--- src/rtl/log_average_luminance_assert.svh ---
// assertion macros for the log-average luminance block
// expects aclk and aresetn in the scope of each use
`ifndef LOG_AVERAGE_LUMINANCE_ASSERT_SVH
`define LOG_AVERAGE_LUMINANCE_ASSERT_SVH

// same-cycle implication
`define LAL_ASSERT_IMP(label, ante, cons, msg) \
    label: assert property (@(posedge aclk) disable iff (!aresetn) (ante) |-> (cons)) \
        else $error(msg);

// next-cycle implication
`define LAL_ASSERT_NEXT(label, ante, cons, msg) \
    label: assert property (@(posedge aclk) disable iff (!aresetn) (ante) |=> (cons)) \
        else $error(msg);

`endif

--- src/rtl/lal_pkg.sv ---
// shared types, constants and table builders for the log-average luminance block
// no dependencies
`default_nettype none

package lal_pkg;

    localparam int MAX_PIXELS_DEF     = 4194304;
    localparam int LOG_TABLE_BITS_DEF = 8;

    localparam int CH_W   = 16;
    localparam int PROD_W = 32;
    localparam int LUM_W  = 34;
    localparam int POS_W  = 6;
    localparam int FRAC_W = 16;
    localparam int LOG_W  = 22;
    localparam int SUM_W  = 48;
    localparam int EXP_STEPS = 16;
    localparam int EXP_W  = 32;

    localparam logic [CH_W-1:0] W_RED   = 16'd13933;
    localparam logic [CH_W-1:0] W_GREEN = 16'd46871;
    localparam logic [CH_W-1:0] W_BLUE  = 16'd4732;
    localparam int LUM_FRAC = 24;

    localparam logic signed [LOG_W-1:0] LOG_FLOOR = -22'sd1088529;

    localparam int FIFO_DEPTH = 4;
    localparam int FIFO_AW    = 2;
    localparam int FIFO_CW    = 3;

    typedef struct packed {
        logic signed [LOG_W-1:0] log_val;
        logic                    last;
    } lal_item_t;

    typedef struct packed {
        logic               full;
        logic               empty;
        logic [FIFO_CW-1:0] count;
    } lal_fifo_stat_t;

    function automatic logic [63:0] floor_sqrt(input logic [63:0] v);
        logic [63:0] rem;
        logic [63:0] res;
        logic [63:0] bitv;
        rem  = v;
        res  = '0;
        bitv = 64'd1 << 62;
        for (int i = 0; i < 32; i++) begin
            if (rem >= res + bitv) begin
                rem = rem - (res + bitv);
                res = (res >> 1) + bitv;
            end else begin
                res = res >> 1;
            end
            bitv = bitv >> 2;
        end
        return res;
    endfunction

    // log2(1 + idx / 2^t) in Q0.16 by repeated squaring of a Q1.30 mantissa
    function automatic logic [FRAC_W-1:0] log_entry(input int idx, input int t);
        logic [63:0]       m;
        logic [FRAC_W-1:0] res;
        m   = (64'd1 << 30) + (64'(idx) << (30 - t));
        res = '0;
        for (int k = 1; k <= 16; k++) begin
            m = (m * m) >> 30;
            if (m >= (64'd2 << 30)) begin
                m = m >> 1;
                res[16-k] = 1'b1;
            end
        end
        return res;
    endfunction

    // 2^(2^-k) in Q2.30
    function automatic logic [EXP_W-1:0] exp_const(input int k);
        logic [63:0] c;
        c = floor_sqrt(64'd2 << 60);
        for (int j = 1; j < 16; j++) begin
            if (j < k) begin
                c = floor_sqrt(c << 30);
            end
        end
        return c[EXP_W-1:0];
    endfunction

endpackage

`default_nettype wire

--- src/rtl/log_average_luminance.sv ---
// channel   dir  signals                                         width
// pixel     in   s_valid s_ready s_red s_green s_blue s_last_pixel 16/16/16/1
// result    out  m_valid m_ready m_average_luminance               16
//
// front takes one pixel a clock, unless the full queue stalls it, through a three-stage luminance/log2 pipe
// back adds one log per clock while accumulating and is busy after a last pixel with:
// one load, 48 restoring divide steps, one mean step, 16 exp2 product steps unless the mean saturates
// a four-entry queue absorbs pixels while the back works, then s_ready drops
// synchronous active-low reset clears sum, count, queue and pipe valid bits
// depends on lal_pkg, lal_front, lal_fifo, lal_back, log_average_luminance_assert.svh
`default_nettype none

`include "log_average_luminance_assert.svh"

module log_average_luminance
    import lal_pkg::*;
#(
    parameter int MAX_PIXELS     = MAX_PIXELS_DEF,
    parameter int LOG_TABLE_BITS = LOG_TABLE_BITS_DEF
) (
    input  wire logic             aclk,
    input  wire logic             aresetn,
    input  wire logic             s_valid,
    output logic                  s_ready,
    input  wire logic [CH_W-1:0]  s_red,
    input  wire logic [CH_W-1:0]  s_green,
    input  wire logic [CH_W-1:0]  s_blue,
    input  wire logic             s_last_pixel,
    output logic                  m_valid,
    input  wire logic             m_ready,
    output logic [CH_W-1:0]       m_average_luminance
);

    lal_item_t      push_item, rd_item;
    logic           push_valid, push_ready;
    logic           rd_valid, rd_ready;
    lal_fifo_stat_t fifo_stat;

    lal_front #(
        .LOG_TABLE_BITS(LOG_TABLE_BITS)
    ) u_front (
        .aclk         (aclk),
        .aresetn      (aresetn),
        .s_valid      (s_valid),
        .s_ready      (s_ready),
        .s_red        (s_red),
        .s_green      (s_green),
        .s_blue       (s_blue),
        .s_last_pixel (s_last_pixel),
        .push_item    (push_item),
        .push_valid   (push_valid),
        .push_ready   (push_ready)
    );

    lal_fifo u_fifo (
        .aclk     (aclk),
        .aresetn  (aresetn),
        .wr_item  (push_item),
        .wr_valid (push_valid),
        .wr_ready (push_ready),
        .rd_item  (rd_item),
        .rd_valid (rd_valid),
        .rd_ready (rd_ready),
        .stat     (fifo_stat)
    );

    lal_back #(
        .MAX_PIXELS(MAX_PIXELS)
    ) u_back (
        .aclk                (aclk),
        .aresetn             (aresetn),
        .rd_item             (rd_item),
        .rd_valid            (rd_valid),
        .rd_ready            (rd_ready),
        .m_valid             (m_valid),
        .m_ready             (m_ready),
        .m_average_luminance (m_average_luminance)
    );

    `LAL_ASSERT_NEXT(a_one_result, m_valid && m_ready, !m_valid, "result repeated")
    `LAL_ASSERT_NEXT(a_q_push, push_valid && push_ready && !(rd_valid && rd_ready), fifo_stat.count == $past(fifo_stat.count) + 1'b1, "queue count lost a push")
    `LAL_ASSERT_IMP(a_q_bound, fifo_stat.full, !push_ready && rd_valid, "queue overfilled")

endmodule

`default_nettype wire

--- src/rtl/lal_front.sv ---
// front end: luminance, leading-one detect and log2 table per pixel
// depends on lal_pkg
`default_nettype none

module lal_front
    import lal_pkg::*;
#(
    parameter int LOG_TABLE_BITS = LOG_TABLE_BITS_DEF
) (
    input  wire logic              aclk,
    input  wire logic              aresetn,
    input  wire logic              s_valid,
    output logic                   s_ready,
    input  wire logic [CH_W-1:0]   s_red,
    input  wire logic [CH_W-1:0]   s_green,
    input  wire logic [CH_W-1:0]   s_blue,
    input  wire logic              s_last_pixel,
    output lal_item_t              push_item,
    output logic                   push_valid,
    input  wire logic              push_ready
);

    localparam int TAB_N = 1 << LOG_TABLE_BITS;

    logic [FRAC_W-1:0] log_tab [TAB_N];

    for (genvar gi = 0; gi < TAB_N; gi++) begin : g_tab
        assign log_tab[gi] = log_entry(gi, LOG_TABLE_BITS);
    end

    logic              advance;
    logic              s1_valid_reg, s2_valid_reg, s3_valid_reg;
    logic [PROD_W-1:0] s1_pr_reg, s1_pg_reg, s1_pb_reg;
    logic              s1_last_reg, s2_last_reg;
    logic [LUM_W-1:0]  s2_lum_reg;
    logic [POS_W-1:0]  s2_pos_reg;
    logic              s2_zero_reg;
    lal_item_t         s3_item_reg;

    logic [LUM_W-1:0]  lum;
    logic [POS_W-1:0]  pos;
    logic [LUM_W-1:0]  norm;
    logic [LOG_TABLE_BITS-1:0] idx;
    logic [POS_W-1:0]  int_part;
    logic [LOG_W-1:0]  log_raw;
    lal_item_t         s3_item_next;

    assign advance = !s3_valid_reg || push_ready;
    assign s_ready = advance;

    always_comb begin
        lum = {2'b00, s1_pr_reg} + {2'b00, s1_pg_reg} + {2'b00, s1_pb_reg};
        pos = '0;
        for (int i = 0; i < LUM_W; i++) begin
            if (lum[i]) begin
                pos = POS_W'(i);
            end
        end
    end

    always_comb begin
        // bring the leading one to the top, table index sits right below it
        norm     = s2_lum_reg << (POS_W'(LUM_W - 1) - s2_pos_reg);
        idx      = norm[LUM_W-2 -: LOG_TABLE_BITS];
        int_part = s2_pos_reg - POS_W'(LUM_FRAC);
        log_raw  = {int_part, log_tab[idx]};
        s3_item_next.last = s2_last_reg;
        if (s2_zero_reg || ($signed(log_raw) < LOG_FLOOR)) begin
            s3_item_next.log_val = LOG_FLOOR;
        end else begin
            s3_item_next.log_val = $signed(log_raw);
        end
    end

    always_ff @(posedge aclk) begin
        if (!aresetn) begin
            s1_valid_reg <= 1'b0;
            s2_valid_reg <= 1'b0;
            s3_valid_reg <= 1'b0;
        end else if (advance) begin
            s1_valid_reg <= s_valid;
            s2_valid_reg <= s1_valid_reg;
            s3_valid_reg <= s2_valid_reg;
        end
    end

    always_ff @(posedge aclk) begin
        if (advance) begin
            s1_pr_reg   <= PROD_W'(s_red * W_RED);
            s1_pg_reg   <= PROD_W'(s_green * W_GREEN);
            s1_pb_reg   <= PROD_W'(s_blue * W_BLUE);
            s1_last_reg <= s_last_pixel;
            s2_lum_reg  <= lum;
            s2_pos_reg  <= pos;
            s2_zero_reg <= (lum == '0);
            s2_last_reg <= s1_last_reg;
            s3_item_reg <= s3_item_next;
        end
    end

    assign push_item  = s3_item_reg;
    assign push_valid = s3_valid_reg;

endmodule

`default_nettype wire

--- src/rtl/lal_fifo.sv ---
// small request queue between front and back
// depends on lal_pkg
`default_nettype none

module lal_fifo
    import lal_pkg::*;
(
    input  wire logic       aclk,
    input  wire logic       aresetn,
    input  wire lal_item_t  wr_item,
    input  wire logic       wr_valid,
    output logic            wr_ready,
    output lal_item_t       rd_item,
    output logic            rd_valid,
    input  wire logic       rd_ready,
    output lal_fifo_stat_t  stat
);

    lal_item_t          mem [FIFO_DEPTH];
    logic [FIFO_AW-1:0] wr_ptr_reg, rd_ptr_reg;
    logic [FIFO_CW-1:0] count_reg;
    logic               push, pop;

    assign stat.full  = (count_reg == FIFO_CW'(FIFO_DEPTH));
    assign stat.empty = (count_reg == '0);
    assign stat.count = count_reg;

    assign wr_ready = !stat.full;
    assign rd_valid = !stat.empty;
    assign push     = wr_valid && wr_ready;
    assign pop      = rd_valid && rd_ready;
    assign rd_item  = mem[rd_ptr_reg];

    always_ff @(posedge aclk) begin
        if (push) begin
            mem[wr_ptr_reg] <= wr_item;
        end
    end

    always_ff @(posedge aclk) begin
        if (!aresetn) begin
            wr_ptr_reg <= '0;
            rd_ptr_reg <= '0;
            count_reg  <= '0;
        end else begin
            if (push) begin
                wr_ptr_reg <= wr_ptr_reg + 1'b1;
            end
            if (pop) begin
                rd_ptr_reg <= rd_ptr_reg + 1'b1;
            end
            if (push && !pop) begin
                count_reg <= count_reg + 1'b1;
            end else if (pop && !push) begin
                count_reg <= count_reg - 1'b1;
            end
        end
    end

endmodule

`default_nettype wire

--- src/rtl/lal_back.sv ---
// back end: log sum and pixel count, serial divide, exp2 by constant products
// depends on lal_pkg
`default_nettype none

module lal_back
    import lal_pkg::*;
#(
    parameter int MAX_PIXELS = MAX_PIXELS_DEF
) (
    input  wire logic        aclk,
    input  wire logic        aresetn,
    input  wire lal_item_t   rd_item,
    input  wire logic        rd_valid,
    output logic             rd_ready,
    output logic             m_valid,
    input  wire logic        m_ready,
    output logic [CH_W-1:0]  m_average_luminance
);

    localparam int CNT_W  = $clog2(MAX_PIXELS + 1);
    localparam int STEP_W = $clog2(SUM_W);
    localparam int K_W    = $clog2(EXP_STEPS);
    localparam int MW     = SUM_W + 1;

    typedef enum logic [5:0] {
        ST_ACC  = 6'b000001,
        ST_LOAD = 6'b000010,
        ST_DIV  = 6'b000100,
        ST_MEAN = 6'b001000,
        ST_EXP  = 6'b010000,
        ST_OUT  = 6'b100000
    } state_t;

    logic [EXP_W-1:0] exp_tab [EXP_STEPS];

    for (genvar gi = 0; gi < EXP_STEPS; gi++) begin : g_exp
        assign exp_tab[gi] = exp_const(gi + 1);
    end

    state_t                  state_reg;
    logic signed [SUM_W-1:0] sum_reg;
    logic [CNT_W-1:0]        cnt_reg;
    logic [SUM_W-1:0]        quo_reg;
    logic [CNT_W:0]          rem_reg;
    logic [CNT_W-1:0]        div_reg;
    logic                    neg_reg;
    logic [STEP_W-1:0]       step_reg;
    logic                    sat_reg;
    logic [FRAC_W-1:0]       frac_reg;
    logic [POS_W-1:0]        sh_reg;
    logic [EXP_W-1:0]        r_reg;
    logic [K_W-1:0]          k_reg;

    logic [CNT_W:0]          rem_shift;
    logic                    q_bit;
    logic [MW-1:0]           q_adj;
    logic signed [MW-1:0]    mean;
    logic signed [MW-1:0]    mean_clamped;
    logic [MW-1:0]           u_full;
    logic [63:0]             prod;
    logic [EXP_W-1:0]        shifted;

    assign rd_ready = (state_reg == ST_ACC);
    assign m_valid  = (state_reg == ST_OUT);

    always_comb begin
        rem_shift = {rem_reg[CNT_W-1:0], quo_reg[SUM_W-1]};
        q_bit     = (rem_shift >= {1'b0, div_reg});
    end

    always_comb begin
        // floor division: round the magnitude up when the sum was negative
        q_adj = {1'b0, quo_reg} + MW'(neg_reg && (rem_reg != '0));
        mean  = neg_reg ? -$signed(q_adj) : $signed(q_adj);
        if (mean < -$signed(MW'(32 << FRAC_W))) begin
            mean_clamped = -$signed(MW'(32 << FRAC_W));
        end else begin
            mean_clamped = mean;
        end
        u_full = MW'(mean_clamped) + MW'(32 << FRAC_W);
    end

    assign prod    = 64'(r_reg) * 64'(exp_tab[k_reg]);
    assign shifted = r_reg >> sh_reg;

    always_comb begin
        if (sat_reg || (shifted[EXP_W-1:CH_W] != '0)) begin
            m_average_luminance = '1;
        end else begin
            m_average_luminance = shifted[CH_W-1:0];
        end
    end

    always_ff @(posedge aclk) begin
        if (!aresetn) begin
            state_reg <= ST_ACC;
            sum_reg   <= '0;
            cnt_reg   <= '0;
        end else begin
            unique case (state_reg)
                ST_ACC: begin
                    if (rd_valid) begin
                        if (cnt_reg < CNT_W'(MAX_PIXELS)) begin
                            sum_reg <= sum_reg + SUM_W'(rd_item.log_val);
                            cnt_reg <= cnt_reg + 1'b1;
                        end
                        if (rd_item.last) begin
                            state_reg <= ST_LOAD;
                        end
                    end
                end
                ST_LOAD: begin
                    sum_reg   <= '0;
                    cnt_reg   <= '0;
                    state_reg <= ST_DIV;
                end
                ST_DIV: begin
                    if (step_reg == STEP_W'(SUM_W - 1)) begin
                        state_reg <= ST_MEAN;
                    end
                end
                ST_MEAN: begin
                    state_reg <= (mean >= $signed(MW'(8 << FRAC_W))) ? ST_OUT : ST_EXP;
                end
                ST_EXP: begin
                    if (k_reg == K_W'(EXP_STEPS - 1)) begin
                        state_reg <= ST_OUT;
                    end
                end
                ST_OUT: begin
                    if (m_ready) begin
                        state_reg <= ST_ACC;
                    end
                end
                default: state_reg <= ST_ACC;
            endcase
        end
    end

    always_ff @(posedge aclk) begin
        case (state_reg)
            ST_LOAD: begin
                neg_reg  <= sum_reg[SUM_W-1];
                quo_reg  <= sum_reg[SUM_W-1] ? SUM_W'(-sum_reg) : SUM_W'(sum_reg);
                div_reg  <= (cnt_reg == '0) ? CNT_W'(1) : cnt_reg;
                rem_reg  <= '0;
                step_reg <= '0;
            end
            ST_DIV: begin
                rem_reg  <= q_bit ? (rem_shift - {1'b0, div_reg}) : rem_shift;
                quo_reg  <= {quo_reg[SUM_W-2:0], q_bit};
                step_reg <= step_reg + 1'b1;
            end
            ST_MEAN: begin
                sat_reg  <= (mean >= $signed(MW'(8 << FRAC_W)));
                frac_reg <= u_full[FRAC_W-1:0];
                sh_reg   <= POS_W'(54) - u_full[FRAC_W +: POS_W];
                r_reg    <= EXP_W'(1) << 30;
                k_reg    <= '0;
            end
            ST_EXP: begin
                if (frac_reg[K_W'(EXP_STEPS - 1) - k_reg]) begin
                    r_reg <= prod[61:30];
                end
                k_reg <= k_reg + 1'b1;
            end
            default: ;
        endcase
    end

endmodule

`default_nettype wire
--- config.mk ---
export PLATFORM = sky130hd
export DESIGN_NAME = log_average_luminance
export DESIGN_NICKNAME = d
export VERILOG_FILES = /design/src/rtl/lal_pkg.sv /design/src/rtl/log_average_luminance.sv /design/src/rtl/lal_front.sv /design/src/rtl/lal_fifo.sv /design/src/rtl/lal_back.sv
export VERILOG_INCLUDE_DIRS = /design/src /design/src/rtl
export SDC_FILE = /design/constraint.sdc
export NUM_CORES = 2
export LEC_CHECK = 0
export ABC_AREA = 1
export BUFFER_PORTS_ARGS = -buffer_cell sky130_fd_sc_hd__buf_2
export CORE_UTILIZATION = 60
export DETAILED_ROUTE_END_ITERATION = 16
export GPL_ROUTABILITY_DRIVEN = 1
export GPL_TIMING_DRIVEN = 0
export PLACE_DENSITY = 0.87
export SYNTH_ARGS = -nofsm -noshare
export SYNTH_HDL_FRONTEND = slang
export SYNTH_SLANG_ARGS = --single-unit
--- constraint.sdc ---
create_clock -name aclk -period 9.2 [get_ports aclk]
set_input_delay 1.84 -clock aclk [delete_from_list [all_inputs] [get_ports aclk]]
set_output_delay 1.84 -clock aclk [all_outputs]
set_load 0.02 [all_outputs]
# Word-level counts from Yosys, hierarchy flattened
# Memory sizes are Yosys's and may differ from the RTL's. A register that Yosys moved wholly into a read port is not among the register bits.
# Cells that the tools add are included.
# classes
shifts	2
mul	4
addsub	19
mux	68
bitwise_logic	2
eq_ne	16
reduce_logical	26
order_cmp	8
# op_table
cell	count
$pmux 48 s2	2
$mux 48	3
$mux 32	3
$mux 5	16
$pmux 32 s2	1
$mul 32x32->62	1
$add 48x1->49	1
$ge 49x21->1 const B	1
$lt 49x22->1 const B	1
$mux 49	1
$neg 49->49	1
$add 48x22->48	1
$mux 16	3
$neg 48->48	1
$pmux 24 s2	1
$mux 23	2
$pmux 23 s2	1
$mux 6	6
$pmux 6 s6	1
$add 34x29->34	1
$logic_not 34->1	1
$shl 34x6->33	1
$add 30x32->33	1
$mul 16x16->32 const B	1
other kinds (53)	93
# totals
elab_cells	178
output_inout_bits	18
input_bits	53
ram_bits	92
mem_bits_ro	4608
memories	3
reg_bits	403
# memory_table
name	words	width	read_ports	rd_ports_with_merged_regs	write_ports	line	rtl
(name not given)	256	16	1	0	0	lal_front.sv:66	log_raw = {int_part, log_tab[idx]};
(name not given)	16	32	1	0	0	lal_back.sv:83	assign prod = 64'(r_reg) * 64'(exp_tab[k_reg]);
u_fifo.mem	4	23	1	1	1	lal_fifo.sv:19	lal_item_t mem [FIFO_DEPTH];

# Longest topological paths before layout
# logic_depth
word_depth	34
mapped_depth	42
depth_no_buf	41

# Hierarchy
# A second synthesis with hierarchy kept.
# unflattened
cells_unflattened	10011
area_unflattened_um2	79643.9
# modules_own_cells
mod	area_each_um2	seq_area_each_um2	n_inst	cells_per_inst
lal_back	50369.6	6376.1	1	6705
lal_front	25336.8	4684.5	1	3014
lal_fifo	3937.5	2942.8	1	292

# Worst setup path after synthesis
# OpenSTA, ideal clock, no wires.
# synth_path
kind	register to register
from	register u_back.k_reg[1]
to	register u_back.r_reg[29] (data pin)
path_slack_ns	1.125
path_buffers	1
period_less_slack_ns	8.075
arrival_ns	7.821
required_time_ns	8.946
stages_incl_launch_ff	32
cell_sequence	edfxtp_1 > inv_1 > nand2_1 > inv_1 > nor3_1 > inv_1 > nand2_1 > clkbuf_1 > nor2_1 > fa_1 > inv_1 > fa_1 > fa_1 > fa_1 > inv_1 > fa_1 > fa_1 > fa_1 > inv_1 > fa_1 > inv_1 > ha_1 > nand2_1 > nor2_1 > nand2_1 > nor2_1 > nand4_1 > o21ai_0 > nand4_1 > o2111ai_1 > a21oi_1 > o21a_1
# synth_via
elab_chain_len	7
# synth_lines
item	line	rtl
from (decl)	lal_back.sv:52	logic [K_W-1:0] k_reg;
from (signal assigned)	lal_back.sv:165	k_reg <= k_reg + 1'b1;
$not 4->5 (implied by the code)	lal_back.sv:83	
$mem_v2 16x32	n/a	
$mux 32 (implied by the code) (2 in a row)	lal_back.sv:83	
$mul 32x32->62	lal_back.sv:83	
$mux 32	lal_back.sv:162	if (frac_reg[K_W'(EXP_STEPS - 1) - k_reg]) begin
$pmux 32 s2	lal_back.sv:141	case (state_reg)
to (signal assigned)	lal_back.sv:158	r_reg <= EXP_W'(1) << 30;
to (signal assigned)	lal_back.sv:163	r_reg <= prod[61:30];
to (decl)	lal_back.sv:51	logic [EXP_W-1:0] r_reg;
# No other way between the ends. The select of a mux whose other input is x is not followed.
# A chain may end at the register's enable or synchronous reset.

# Final worst setup path
# layout_path
from	register u_back.r_reg[1]
to	register u_back.r_reg[30] (data pin)
# layout_via
elab_chain_len	3
# layout_lines
item	line
$mul 32x32->62	lal_back.sv:83
$mux 32	lal_back.sv:162
$pmux 32 s2	lal_back.sv:141
# No other way between the ends. The select of a mux whose other input is x is not followed.

==> metrics.txt <==
Final Setup Violations 0; Post-Place Setup Slack -2.09 ns; DIE WIDTH 366 um; main combinational cell family by area after synthesis adder cells; metal2 WL 127000 um; highest routed metal layer met5; Post-Synth XOR/XNOR Area 0.0298; CP Data Arrival Time 9.47 ns; Wirelength per Cell 23.7 um; metal3 WL 32100 um; fin area 85200 um2; peak supply drop 0.000395 V; Fmax achieved 0.110 GHz; worst hold path class flip-flop to flip-flop; pwr dens 373 nW/um2; crit path time final 9.13 ns; final WL 283000 um; Post-synth EDFFs 407; die area 134000 um2; placed inst area 82500 um2; area of the multi-input gates 57200 um2; mux cell area share after synthesis 0.00277; max_cap viols 0; Hold Violations, Final 0; Final period util 0.992; initial antenna violation count 6; ys async rst share 0; hold_buf cts 0; Synth Warn # 0; setup ws final 0.0728 ns; syn nets 11919; CP max FO 10; DRC errors left 0; number of distinct library cells after synthesis 73; largest net degree at the start of global routing 64; vias 71717; Yosys reg bits 496; total power 31.8 mW; max-slew violations 0; Bufs on Longest Clock Path 3; Final Skew 0.106 ns; kind of critical path flip-flop to flip-flop; number of vias per cell 5.99; chip height 366 um; clk_lat worst skew 0.72 ns; vias in the first global route 71470; M1 WL 106000 um; Simple-Gate Fraction of Synth Area 0.189; Syn Std Cell Area 79600 um2; num ports 71; syn avg cell area 7.97 um2; Max-slew headroom 0.174; RSZ-0062 raised after global routing yes; area share of fa/ha/maj cells after synthesis 0.396; final-stage net count 12087; GP Congestion 1.10; CTS Buf Count 54; Reg clk slew, reported paths 0.06 ns; DR iter-0 viols 8157; leakage 42.7 nW; Setup crit end kind flip-flop; Final HPWL DP 230000 um; Compound-Gate Fraction of Synth Area 0.0952; clk sinks 496; first-pass iteration count of the detailed router 8; prevailing post-synth register cell edfxtp_1; Slew @ Worst Pin 1.23 ns; layout cell share with drive strength beyond 1 0.0560; GRT Resource Usage Total 0.420; H-Tree Depth 2; Synth Instances 9995; total grt overflow 0; Crit-path slowest cell clkbuf_1; root buf cell clkbuf_16; initial core utilization 0.605; FILL cells 11220; Critical Path Max Stage Delay 0.76 ns; CORE AREA 132000 um2; Setup crit start kind flip-flop; Storage cell area 14000 um2; post-route ant nets 0; port bufs 70; sequential area share after synthesis 0.176; Layout area overhead 7.03%; CP required 9.54 ns; first-pass GRT wire length 427000 um; max FFs per register 92; outcome finished clean; TritonCTS clock tree done; Row Count 133
## cell type report
| class | instances | share of cell area |
|---|---|---|
| Sequential cell | 496 | 0.164 |
| Clock inverter | 39 | 0.00574 |
| Multi-Input combinational cell | 7199 | 0.671 |
| Clock buffer | 63 | 0.0169 |
| Inverter | 1951 | 0.0868 |
| Tap cell | 1755 | 0.0258 |
| Timing Repair Buffer | 114 | 0.00943 |
| Antenna cell | 8 | 0.000235 |
| Buffer | 347 | 0.0196 |
## path summary, 6_finish.rpt
check	startpoint	to	slack, ns	depth (start not counted)
worst max register to register	u_back.r_reg[1]	u_back.r_reg[30]	0.07	36
worst min register to register	u_front.s1_last_reg	u_front.s2_last_reg	0.43	0
worst max-delay path	u_back.r_reg[1]	u_back.r_reg[30]	0.07	36
worst min-delay path	u_front.s1_last_reg	u_front.s2_last_reg	0.43	0
## critical path, delay by kind of cell, from the launching register on
family | cells | cell delay (ns)
flops | 1 | 0.46
buf+inv | 11 | 2.73
simple gates | 10 | 1.08
compound gates | 6 | 0.96
fa+ha+maj | 9 | 3.57
## per-stage QoR
step | util | std cells | hold slack [ns] | setup TNS, ns
after floorplan | - | 9995 | 0.400 | 0
after global placement | 0.624 | 11820 | 0.407 | -107.96
after detailed placement | 0.627 | 11837 | 0.421 | -44.01
after CTS | 0.644 | 11948 | 0.435 | 0
after global routing | 0.647 | 11968 | 0.444 | -0.305
final | 0.647 | 11972 | 0.430 | 0
## cells in the final DEF (no fill, tap or decap), drive strengths merged, types with 19 or more instances in the layout
| cell | n |
|---|---|
| fa | 1086 |
| clkinv | 37 |
| clkinvlp | 19 |
| ha | 785 |
| xor2 | 177 |
| nor3 | 82 |
| o21ai | 545 |
| a31oi | 33 |
| edfxtp | 407 |
| nand2 | 2000 |
| nor2 | 1065 |
| buf | 201 |
| o21a | 31 |
| a21oi | 560 |
| o211ai | 41 |
| nand4 | 58 |
| nor4 | 27 |
| clkbuf | 322 |
| o22ai | 56 |
| or2 | 22 |
| inv | 1927 |
| dfxtp | 89 |
| mux2i | 22 |
| nand3 | 367 |
| xnor2 | 88 |
## logic make-up after synthesis
family | after synthesis
xor gates and xnor gates | 265
muxes | 22
AOI/OAI and AO/OA | 1381
DFF | 496
adders and majority gates | 1871
buffers and inverters | 2301
and+or+nand+nor | 3659
## routing by layer
metal,GRT usage,vias up
met1,0.537,34642
met2,0.664,4370
li1,-,31763
met3,0.100,938
met4,0.221,4
met5,0,-
## where the power goes
part | total (mW) | switching [mW] | leakage (nW) | internal, mW
Combinational | 25.4 | 17.5 | 37.2 | 7.91
Clock | 2.36 | 1.02 | 0.929 | 1.34
Sequential | 4.02 | 0.363 | 4.56 | 3.65
## repair_timing
action / in CTS / in global routing
endpoints found under the setup margin: 32 / 23
pin swaps: 3 / 4
resized for setup: 114 / 172
buffers inserted: 11 / 16
endpoints found under the hold margin: 0 / 0
cloned: 0 / 1
## cells in the mapped netlist (17+ instances only)
cell type	n	area (um2)
nand2_2	22	138
nand3_1	355	1780
nor3_1	79	395
edfxtp_1	407	12200
clkbuf_1	270	1010
a31oi_1	33	206
clkinv_1	22	82.6
o21a_1	31	233
o211ai_1	40	300
o21ai_0	503	2520
o21ai_1	42	210
ha_1	785	9820
mux2i_1	22	220
inv_1	1907	7160
a21oi_1	559	2800
nor4_1	27	169
nor2_4	22	248
nand2_1	1977	7420
nand4_1	58	363
buf_1	19	71.3
o22ai_1	55	344
buf_2	36	180
inv_2	22	82.6
xor2_1	172	1510
nand3b_1	17	128
nor2_1	1030	3870
or2_2	20	125
dfxtp_1	89	1780
xnor2_1	88	771
fa_1	1086	21700
Note: power is estimated with default switching activity, not from simulation.
